$ cat config.mk
export PLATFORM = sky130hd
export DESIGN_NAME = hsv_to_rgb_converter
export DESIGN_NICKNAME = d
export VERILOG_FILES = /design/src/sv/hsvrgb_pkg.sv /design/src/sv/hsv_to_rgb_converter.sv
export SDC_FILE = /design/constraint.sdc
export NUM_CORES = 2
export LEC_CHECK = 0
export BUFFER_PORTS_ARGS = -buffer_cell sky130_fd_sc_hd__buf_2
export CAP_MARGIN = 15
export CORE_UTILIZATION = 60
export CTS_BUF_LIST = sky130_fd_sc_hd__clkbuf_4
export CTS_CLUSTER_SIZE = 28
export DETAILED_ROUTE_END_ITERATION = 16
export HOLD_SLACK_MARGIN = 0.02
export PLACE_DENSITY = 0.78
export SYNTH_ARGS = -nofsm -noshare
export SYNTH_HDL_FRONTEND = slang
export SYNTH_SLANG_ARGS = --single-unit
export TNS_END_PERCENT = 100
$ cat constraint.sdc
create_clock -name clock -period 19.45 [get_ports clock]
set_input_delay 0.9725 -clock clock [delete_from_list [all_inputs] [get_ports clock]]
set_output_delay 0.9725 -clock clock [all_outputs]
set_load 0.05 [all_outputs]
$ cat src/sv/hsvrgb_pkg.sv
// ---------------------------------------------------------------------------
// hsvrgb_pkg
// Shared widths, constants and sector codes of the HSV to RGB converter.
// ---------------------------------------------------------------------------
package hsvrgb_pkg;

   // Field widths
   localparam int HUE_W  = 9;
   localparam int PCT_W  = 7;
   localparam int CHAN_W = 8;

   // Intermediate widths: S*V, values at 1/600000 scale, scaled by 255
   localparam int SV_W    = 14;
   localparam int X6_W    = 20;
   localparam int WGT_W   = 6;
   localparam int Y_W     = 28;
   localparam int RECIP_W = 21;
   localparam int PROD_W  = Y_W + RECIP_W;

   // Range limits
   localparam logic [HUE_W-1:0] HUE_MAX = 9'd360;
   localparam logic [PCT_W-1:0] PCT_MAX = 7'd100;

   // Sector boundaries and hue folding
   localparam logic [HUE_W-1:0] HUE_60  = 9'd60;
   localparam logic [HUE_W-1:0] HUE_120 = 9'd120;
   localparam logic [HUE_W-1:0] HUE_180 = 9'd180;
   localparam logic [HUE_W-1:0] HUE_240 = 9'd240;
   localparam logic [HUE_W-1:0] HUE_300 = 9'd300;
   localparam logic [PCT_W-1:0] HM_MID  = 7'd60;

   // Scaling constants
   localparam logic [X6_W-1:0] CHROMA_MUL = 20'd60;
   localparam logic [X6_W-1:0] VALUE_MUL  = 20'd6000;
   localparam logic [Y_W-1:0]  FULL_SCALE = 28'd600000;

   // floor(2^40 / 600000): quotient estimate is exact or one short
   localparam int                 RECIP_SHIFT = 40;
   localparam logic [RECIP_W-1:0] RECIP       = 21'd1832519;

   // Hue sector codes
   typedef logic [2:0] sector_type;
   localparam sector_type SECT_RED_YEL = 3'd0;  // (C,X,0)
   localparam sector_type SECT_YEL_GRN = 3'd1;  // (X,C,0)
   localparam sector_type SECT_GRN_CYN = 3'd2;  // (0,C,X)
   localparam sector_type SECT_CYN_BLU = 3'd3;  // (0,X,C)
   localparam sector_type SECT_BLU_MAG = 3'd4;  // (X,0,C)
   localparam sector_type SECT_MAG_RED = 3'd5;  // (C,0,X)

endpackage

$ cat src/sv/hsv_to_rgb_converter.sv
// ---------------------------------------------------------------------------
// hsv_to_rgb_converter
// Integer HSV to RGB colour conversion, five register stages, one pixel
// per clock.
// ---------------------------------------------------------------------------
//
//  channel   ports                                   handshake
//  -------   -------------------------------------   -------------------------
//  request   req_hue, req_saturation, req_brightness start high, busy low
//  result    rsp_red, rsp_green, rsp_blue,           rsp_valid, one cycle
//            rsp_in_range
//
//  A request accepted at one edge moves through the five register stages to its result; one
//  request may be accepted every cycle, so busy is always low.
//  Latency is set by the chain multiply, add, scale by 255 and the
//  reciprocal divide by 600000 with its one-step correction.
//  Synchronous reset clears the valid bits only; no state links pixels.
//  The receiver cannot stall; each result is shown for one cycle.
// ---------------------------------------------------------------------------
module hsv_to_rgb_converter
   import hsvrgb_pkg::*;
(
   input  logic              clock,
   input  logic              reset,
   input  logic              start,
   output logic              busy,
   input  logic [HUE_W-1:0]  req_hue,
   input  logic [PCT_W-1:0]  req_saturation,
   input  logic [PCT_W-1:0]  req_brightness,
   output logic              rsp_valid,
   output logic [CHAN_W-1:0] rsp_red,
   output logic [CHAN_W-1:0] rsp_green,
   output logic [CHAN_W-1:0] rsp_blue,
   output logic              rsp_in_range
);

   // ------------------------------------------------------------------
   // Valid and range flags travelling with the data
   // ------------------------------------------------------------------
   logic [4:0] vld_ff, vld_in;
   logic [4:0] rng_ff, rng_in;

   // Stage 1: sector, hue weight, S*V
   sector_type          s1_sect_ff, s1_sect_in;
   logic [WGT_W-1:0]    s1_wgt_ff, s1_wgt_in;
   logic [SV_W-1:0]     s1_sv_ff, s1_sv_in;
   logic [PCT_W-1:0]    s1_v_ff;
   logic [PCT_W-1:0]    hm;
   logic [PCT_W-1:0]    hdev;

   // Stage 2: chroma, second component, offset
   sector_type          s2_sect_ff;
   logic [X6_W-1:0]     s2_c6_ff, s2_c6_in;
   logic [X6_W-1:0]     s2_x6_ff, s2_x6_in;
   logic [X6_W-1:0]     s2_m6_ff, s2_m6_in;

   // Stage 3: channel sums scaled by 255
   logic [Y_W-1:0]      s3_y_ff [3];
   logic [Y_W-1:0]      s3_y_in [3];
   logic [X6_W-1:0]     comp [3];

   // Stage 4: quotient estimates
   logic [Y_W-1:0]      s4_y_ff [3];
   logic [CHAN_W-1:0]   s4_q_ff [3];
   logic [CHAN_W-1:0]   s4_q_in [3];
   logic [PROD_W-1:0]   prod [3];

   // Stage 5: corrected outputs
   logic [CHAN_W-1:0]   s5_q_ff [3];
   logic [CHAN_W-1:0]   s5_q_in [3];
   logic [Y_W-1:0]      rem [3];

   assign busy = 1'b0;

   // Valid and range shift
   always_comb begin
      vld_in = {vld_ff[3:0], start};
      rng_in = {rng_ff[3:0], (req_hue <= HUE_MAX) && (req_saturation <= PCT_MAX)
                             && (req_brightness <= PCT_MAX)};
   end

   always_ff @(posedge clock) begin
      if (reset) begin
         vld_ff <= '0;
      end else begin
         vld_ff <= vld_in;
      end
      rng_ff <= rng_in;
   end

   // ------------------------------------------------------------------
   // Stage 1: fold hue into its sector and take weight 60-|hm-60|
   // ------------------------------------------------------------------
   always_comb begin
      if (req_hue < HUE_60) begin
         s1_sect_in = SECT_RED_YEL;
         hm         = req_hue[PCT_W-1:0];
      end else if (req_hue < HUE_120) begin
         s1_sect_in = SECT_YEL_GRN;
         hm         = req_hue[PCT_W-1:0];
      end else if (req_hue < HUE_180) begin
         s1_sect_in = SECT_GRN_CYN;
         hm         = PCT_W'(req_hue - HUE_120);
      end else if (req_hue < HUE_240) begin
         s1_sect_in = SECT_CYN_BLU;
         hm         = PCT_W'(req_hue - HUE_120);
      end else if (req_hue < HUE_300) begin
         s1_sect_in = SECT_BLU_MAG;
         hm         = PCT_W'(req_hue - HUE_240);
      end else begin
         // hue 360 folds to 120 here, which gives the same zero weight
         s1_sect_in = SECT_MAG_RED;
         hm         = PCT_W'(req_hue - HUE_240);
      end
      hdev      = (hm >= HM_MID) ? (hm - HM_MID) : (HM_MID - hm);
      s1_wgt_in = WGT_W'(HM_MID - hdev);
      s1_sv_in  = SV_W'(req_saturation) * SV_W'(req_brightness);
   end

   always_ff @(posedge clock) begin
      s1_sect_ff <= s1_sect_in;
      s1_wgt_ff  <= s1_wgt_in;
      s1_sv_ff   <= s1_sv_in;
      s1_v_ff    <= req_brightness;
   end

   // ------------------------------------------------------------------
   // Stage 2: chroma6, second6 and m6
   // ------------------------------------------------------------------
   always_comb begin
      s2_c6_in = X6_W'(s1_sv_ff) * CHROMA_MUL;
      s2_x6_in = X6_W'(s1_sv_ff) * X6_W'(s1_wgt_ff);
      s2_m6_in = X6_W'(s1_v_ff) * VALUE_MUL - s2_c6_in;
   end

   always_ff @(posedge clock) begin
      s2_sect_ff <= s1_sect_ff;
      s2_c6_ff   <= s2_c6_in;
      s2_x6_ff   <= s2_x6_in;
      s2_m6_ff   <= s2_m6_in;
   end

   // ------------------------------------------------------------------
   // Stage 3: component order by sector, add offset, scale by 255
   // ------------------------------------------------------------------
   always_comb begin
      unique case (s2_sect_ff)
         SECT_RED_YEL: begin
            comp[0] = s2_c6_ff; comp[1] = s2_x6_ff; comp[2] = '0;
         end
         SECT_YEL_GRN: begin
            comp[0] = s2_x6_ff; comp[1] = s2_c6_ff; comp[2] = '0;
         end
         SECT_GRN_CYN: begin
            comp[0] = '0;       comp[1] = s2_c6_ff; comp[2] = s2_x6_ff;
         end
         SECT_CYN_BLU: begin
            comp[0] = '0;       comp[1] = s2_x6_ff; comp[2] = s2_c6_ff;
         end
         SECT_BLU_MAG: begin
            comp[0] = s2_x6_ff; comp[1] = '0;       comp[2] = s2_c6_ff;
         end
         SECT_MAG_RED: begin
            comp[0] = s2_c6_ff; comp[1] = '0;       comp[2] = s2_x6_ff;
         end
         default: begin
            comp[0] = '0;       comp[1] = '0;       comp[2] = '0;
         end
      endcase
      for (int i = 0; i < 3; i++) begin
         // (t << 8) - t
         s3_y_in[i] = (Y_W'(comp[i] + s2_m6_ff) << 8) - Y_W'(comp[i] + s2_m6_ff);
      end
   end

   always_ff @(posedge clock) begin
      for (int i = 0; i < 3; i++) begin
         s3_y_ff[i] <= s3_y_in[i];
      end
   end

   // ------------------------------------------------------------------
   // Stage 4: quotient estimate by reciprocal multiply
   // ------------------------------------------------------------------
   always_comb begin
      for (int i = 0; i < 3; i++) begin
         prod[i]    = PROD_W'(s3_y_ff[i]) * PROD_W'(RECIP);
         s4_q_in[i] = prod[i][RECIP_SHIFT +: CHAN_W];
      end
   end

   always_ff @(posedge clock) begin
      for (int i = 0; i < 3; i++) begin
         s4_y_ff[i] <= s3_y_ff[i];
         s4_q_ff[i] <= s4_q_in[i];
      end
   end

   // ------------------------------------------------------------------
   // Stage 5: one-step correction, zero on out-of-range request
   // ------------------------------------------------------------------
   always_comb begin
      for (int i = 0; i < 3; i++) begin
         rem[i] = s4_y_ff[i] - Y_W'(s4_q_ff[i]) * FULL_SCALE;
         if (!rng_ff[3]) begin
            s5_q_in[i] = '0;
         end else if (rem[i] >= FULL_SCALE) begin
            s5_q_in[i] = s4_q_ff[i] + CHAN_W'(1);
         end else begin
            s5_q_in[i] = s4_q_ff[i];
         end
      end
   end

   always_ff @(posedge clock) begin
      for (int i = 0; i < 3; i++) begin
         s5_q_ff[i] <= s5_q_in[i];
      end
   end

   // Result ports
   assign rsp_valid    = vld_ff[4];
   assign rsp_red      = s5_q_ff[0];
   assign rsp_green    = s5_q_ff[1];
   assign rsp_blue     = s5_q_ff[2];
   assign rsp_in_range = rng_ff[4];

endmodule

Word-level counts from Yosys, hierarchy flattened
Memories as Yosys holds them, arrays and structs flattened. Index checks and enable logic that the tools add are counted.

Memories: 4. Memory bits (writable): 216. Input bits: 26. Output and inout port bits: 27. Bits in registers: 101. Word-level logic and storage cells: 82.

Memory list: s3_y_ff (depth 3, width 28, read ports 3, clocked after memory_dff 0, write ports 3, RTL line hsv_to_rgb_converter.sv:58) `logic [Y_W-1:0] s3_y_ff [3];`; s4_y_ff (depth 3, width 28, read ports 3, clocked after memory_dff 0, write ports 3, RTL line hsv_to_rgb_converter.sv:63) `logic [Y_W-1:0] s4_y_ff [3];`; s4_q_ff (depth 3, width 8, read ports 3, clocked after memory_dff 0, write ports 3, RTL line hsv_to_rgb_converter.sv:64) `logic [CHAN_W-1:0] s4_q_ff [3];`; s5_q_ff (depth 3, width 8, read ports 3, clocked after memory_dff 0, write ports 3, RTL line hsv_to_rgb_converter.sv:69) `logic [CHAN_W-1:0] s5_q_ff [3];`.

Multipliers: 10. $add $sub $neg: 18. Reduce and logical (&&, ||, !) cells: 5. Muxes and demuxes: 16. Equal/unequal tests: 5. $lt $le $gt $ge: 12.

Operator list (count): one-hot mux 60 bit (6 select lines) (1); multiplier 28 x 21 -> 48 bit, second input constant (3); greater-or-equal comparator 28 x 20 -> 1 bit, second input constant (3); subtractor 28 x 21 -> 28 bit (3); subtractor 28 bit (3); multiplier 8 x 14 -> 22 bit, second input constant (3); adder 20 x 20 -> 21 bit (3); two-way mux 8 bit (6); two-way mux 7 bit (4); adder 8 x 1 -> 8 bit, second input constant (3); multiplier 14 x 6 -> 20 bit (1); subtractor 20 bit (1); < comparator 9 x 8 -> 1 bit, second input constant (2); multiplier 14 x 4 -> 18 bit, second input constant (1); multiplier 7 x 9 -> 16 bit, second input constant (1); less-or-equal comparator 7 bit, second input constant (2); multiplier 7 x 7 -> 14 bit (1); subtractor 7 bit, second input constant (2); subtractor 6 bit, first input constant (2); less-or-equal comparator 9 bit, second input constant (1); < comparator 9 x 6 -> 1 bit, second input constant (1); < comparator 9 x 7 -> 1 bit, second input constant (1); < comparator 9 bit, second input constant (1); greater-or-equal comparator 7 x 6 -> 1 bit, second input constant (1); 11 further kinds (16).

Longest topological paths before layout
Word-level depth: 8. Depth in mapped cells: 32. Mapped depth without buffers: 31.

Least setup slack after synthesis
OpenSTA, ideal clock, no wires.

Path type: reg-to-reg. Start point: mem s3_y_ff[1][13] (netlist: s3_y_ff[0][41]). End point: mem s4_q_ff[1][7] (netlist: s4_q_ff[0][15]). Data required time: 19.378 ns. Clock period less this slack: 6.380 ns. Setup slack: 13.070 ns. Path buffers: 0. Stages on the path, launching flop included: 24. Data arrival time: 6.308 ns. Library setup time: 0.072 ns. Path through: dfxtp_1 -> fa_1 -> inv_1 -> fa_1 -> fa_1 -> fa_1 -> fa_1 -> inv_1 -> fa_1 -> inv_1 -> fa_1 -> inv_1 -> ha_1 -> a21o_1 -> a21o_1 -> a21o_1 -> a21o_1 -> a21o_1 -> a221oi_1 -> nand3b_1 -> o221ai_1 -> o211ai_1 -> a21oi_1 -> xnor2_1.

RTL lines (RTL line): start, declared (hsv_to_rgb_converter.sv:58); end, declared (hsv_to_rgb_converter.sv:64).

==> results.md <==
* # DRC at 0
* Global Route Usage Sum at between 20% and 30%
* Wire per inst at 17.9 um
* Worst r2r src: s4_q_ff[0][17]
* Post-CTS Setup Inserts at 0
* Largest net degree at the start of global routing at 37
* CP Class: reg2reg
* HPWL after DPL at 111,000 um
* Rel. slew slack at 29.5%
* Yosys reg bits at between 200 and 300
* Max_cap viols at 0
* Via-per-instance ratio at 5.59
* Slowest stage delay, CP at between 0.8 and 0.9 ns
* Flop2flop setup slack at 11.82 ns
* H-tree depth at 3
* Hold Crit Depth at 1
* Crit Path Max Fanout at 12
* # setup viols final at 0
* Setup TNS at 0 ns
* Tmin final at 7.63 ns
* Most frequent cells in the layout: 1,465 x inv_1, 991 x ha_1, 909 x fa_1
* Final Slew Violations at 0
* RSZ-0062 raised after global routing: false
* Worst Path Arrival at 8.45 ns
* CP max stage cell: nor4_2
* Post-CTS Resized at 0
* Hold wc startpoint: req_hue[0]
* Initial antenna violation count at 1
* Part of the cycle the worst path needs at 39.2%
* Crit. End Element: flop
* EDFF count, synth at 0
* Commonest non-fill, non-tap cell in the layout: inv_1
* Post-synth net total at 7,709
* Gp weighted congestion at 0.976
* Overflow after GRT at 0
* # clock sinks at 296
* CTS tree: yes
* Dominant synthesized flop cell: dfxtp_1
* Chip height at 306 um
* Critical Path RT at 20.27 ns
* Initial Utilization at 60.5%
* Final hold viol count at 0
* Port Buf Inserts at 51
* Drt first pass iters at 8
* Fill count at 7,480
* Antenna viol nets, final at 0
* Tightest Hold Check Type: in2reg
* Routed vias at between 30,000 and 40,000
* WHS Endpoint: s1_wgt_ff[0]
* Global-route wire length before repair at 215,000 um
* Setup crit start kind: flop
* Core Rows at between 100 and 150
* Area Growth Syn to Fin at 5.19%
* Reg-to-Reg End: s5_q_ff[0][22]
* Synth unique cells at 86
* Status: completed
* Measured slew at the worst slew-check pin at around 1.0 ns
* Fmax at 131 MHz
* Synth Area per Inst at around 9.6 sq um
* Synthesis Warnings at 0
* DRT iter0 DRCs at between 2,000 and 3,000
* Design area at 58,300 sq um
* Cells after Synth at 5,783
* Nets@finish at 7,818
* Chip Width at around 300 um
* Share of layout cells above drive strength 1 at 4.18%
* Worst clock skew at between 0.1 and 0.15 ns
* Number of global-route vias before repair at 42,800
* R2R cell count at 29
* Core area at 91,700 sq um
* Die Area at 93,700 sq um
* Seq/Total Area, Yosys at 10.7%
* Synth async-reset ratio at 0%
* CTS Hold Bufs at 0
* Later-pin clock latency in the skew report at 0.93 ns
* Mapped cell area at 55,500 sq um
* Clock transition at path regs at 0.08 ns
* Root Driver: clkbuf_4
* IO Count at 53
* Num CTS Buffers at 89
* Post-DP Area at 57,100 sq um
* Clock Tree Buf Depth at 3
* Routed WL at roughly 130,000 um
metal layers:
layer	wire, um	part of all wire, %	vias up	track usage (%)
met5	0	0	-	0
met4	4050	3.2	0	9.52
met2	60100	47	1182	47.6
met1	56200	44	19600	38.8
li1	-	-	18900	-
met3	7890	6.2	265	4.02
kinds of logic after synthesis:
logic type | after synthesis | share of synthesized area, %
compound gates | 848 | 10.4
xor+xnor | 307 | 4.85
other cells | 1 | 0.00676
simple gates | 904 | 8.23
fa+ha+maj | 1900 | 55.2
flops | 296 | 10.7
buf+inv | 1505 | 10.2
mux | 22 | 0.420
synthesized netlist by cell type (17+ instances only):
cell,n,area share [%]
a211o_1,17,0.27
nand4_1,35,0.39
a21o_1,109,1.5
nor2_1,167,1.1
ha_1,991,22
or3_1,29,0.33
nor3_1,76,0.69
dfxtp_1,296,11
a211oi_1,22,0.30
o211ai_1,36,0.49
and3_1,34,0.38
xor2_1,107,1.7
nand2_1,239,1.6
o21a_1,52,0.70
o21ai_0,124,1.1
nand3_1,74,0.67
clkbuf_1,33,0.22
and2_1,74,0.83
xnor2_1,200,3.2
mux2i_1,21,0.38
a21oi_1,212,1.9
nor2b_1,63,0.71
a22o_1,52,0.82
nand2b_1,38,0.43
inv_1,1465,9.9
fa_1,909,33
o21bai_1,37,0.50
a31oi_1,25,0.28
worst max-delay path, delay by kind of cell (launching register included):
family,cells,cell delay (ns)
flops,1,0.63
fa+ha+maj,5,2.09
xor+xnor,1,0.15
simple gates,5,1.64
compound gates,14,2.58
buf+inv,4,0.46
final cells by class:
type / instances / area (sq um) / share of cell area (%)
diodes: 2 / 5.00 / 0.00858
clock inverters: 52 / 409 / 0.701
repair buffers: 58 / 308 / 0.528
multi-input cells: 3982 / 43900 / 75.2
clock buffers: 111 / 833 / 1.43
inverters: 1465 / 5500 / 9.43
flip-flops and latches: 296 / 5930 / 10.2
well taps: 1186 / 1480 / 2.54
worst max path at each step:
| stage | end | from | depth (start not counted) |
|---|---|---|---|
| final | s5_q_ff[0][22] | s4_q_ff[0][17] | 29 |
| after global routing | s5_q_ff[0][21] | s4_q_ff[0][16] | 28 |
| after CTS | s5_q_ff[0][22] | s4_q_ff[0][18] | 27 |
| after detailed placement | s5_q_ff[0][17] | s4_q_ff[0][18] | 27 |
| after global placement | s5_q_ff[0][17] | s4_q_ff[0][18] | 27 |
| after floorplan | s4_q_ff[0][15] | s3_y_ff[0][41] | 23 |
flip-flops by register name, indices dropped and copies added (netlist names):
| name | cells |
|---|---|
| vld_ff | 5 |
| rng_ff | 5 |
| s4_q_ff | 24 |
| s2_sect_ff | 3 |
| s1_sect_ff | 3 |
| s1_sv_ff | 14 |
| s2_m6_ff | 17 |
| s1_v_ff | 7 |
| s2_c6_ff | 18 |
| s1_wgt_ff | 6 |
| s3_y_ff | 84 |
| s5_q_ff | 24 |
| s2_x6_ff | 20 |
| s4_y_ff | 66 |
stage by stage:
| step | util [%] | hold WS [ns] | cells | setup slack [ns] |
|---|---|---|---|---|
| after global placement | 62.3 | 0.311 | 6986 | 12.25 |
| after floorplan | - | 0.310 | 5783 | 13.07 |
| after global routing | 63.6 | 0.176 | 7151 | 11.30 |
| after CTS | 63.6 | 0.142 | 7149 | 12.00 |
| after detailed placement | 62.3 | 0.322 | 6986 | 12.06 |
| final | 63.6 | 0.248 | 7152 | 11.82 |
Power is left out: the tool's default activity adds up to more than one toggle a clock period on the data nets, which glitch-free logic cannot reach.
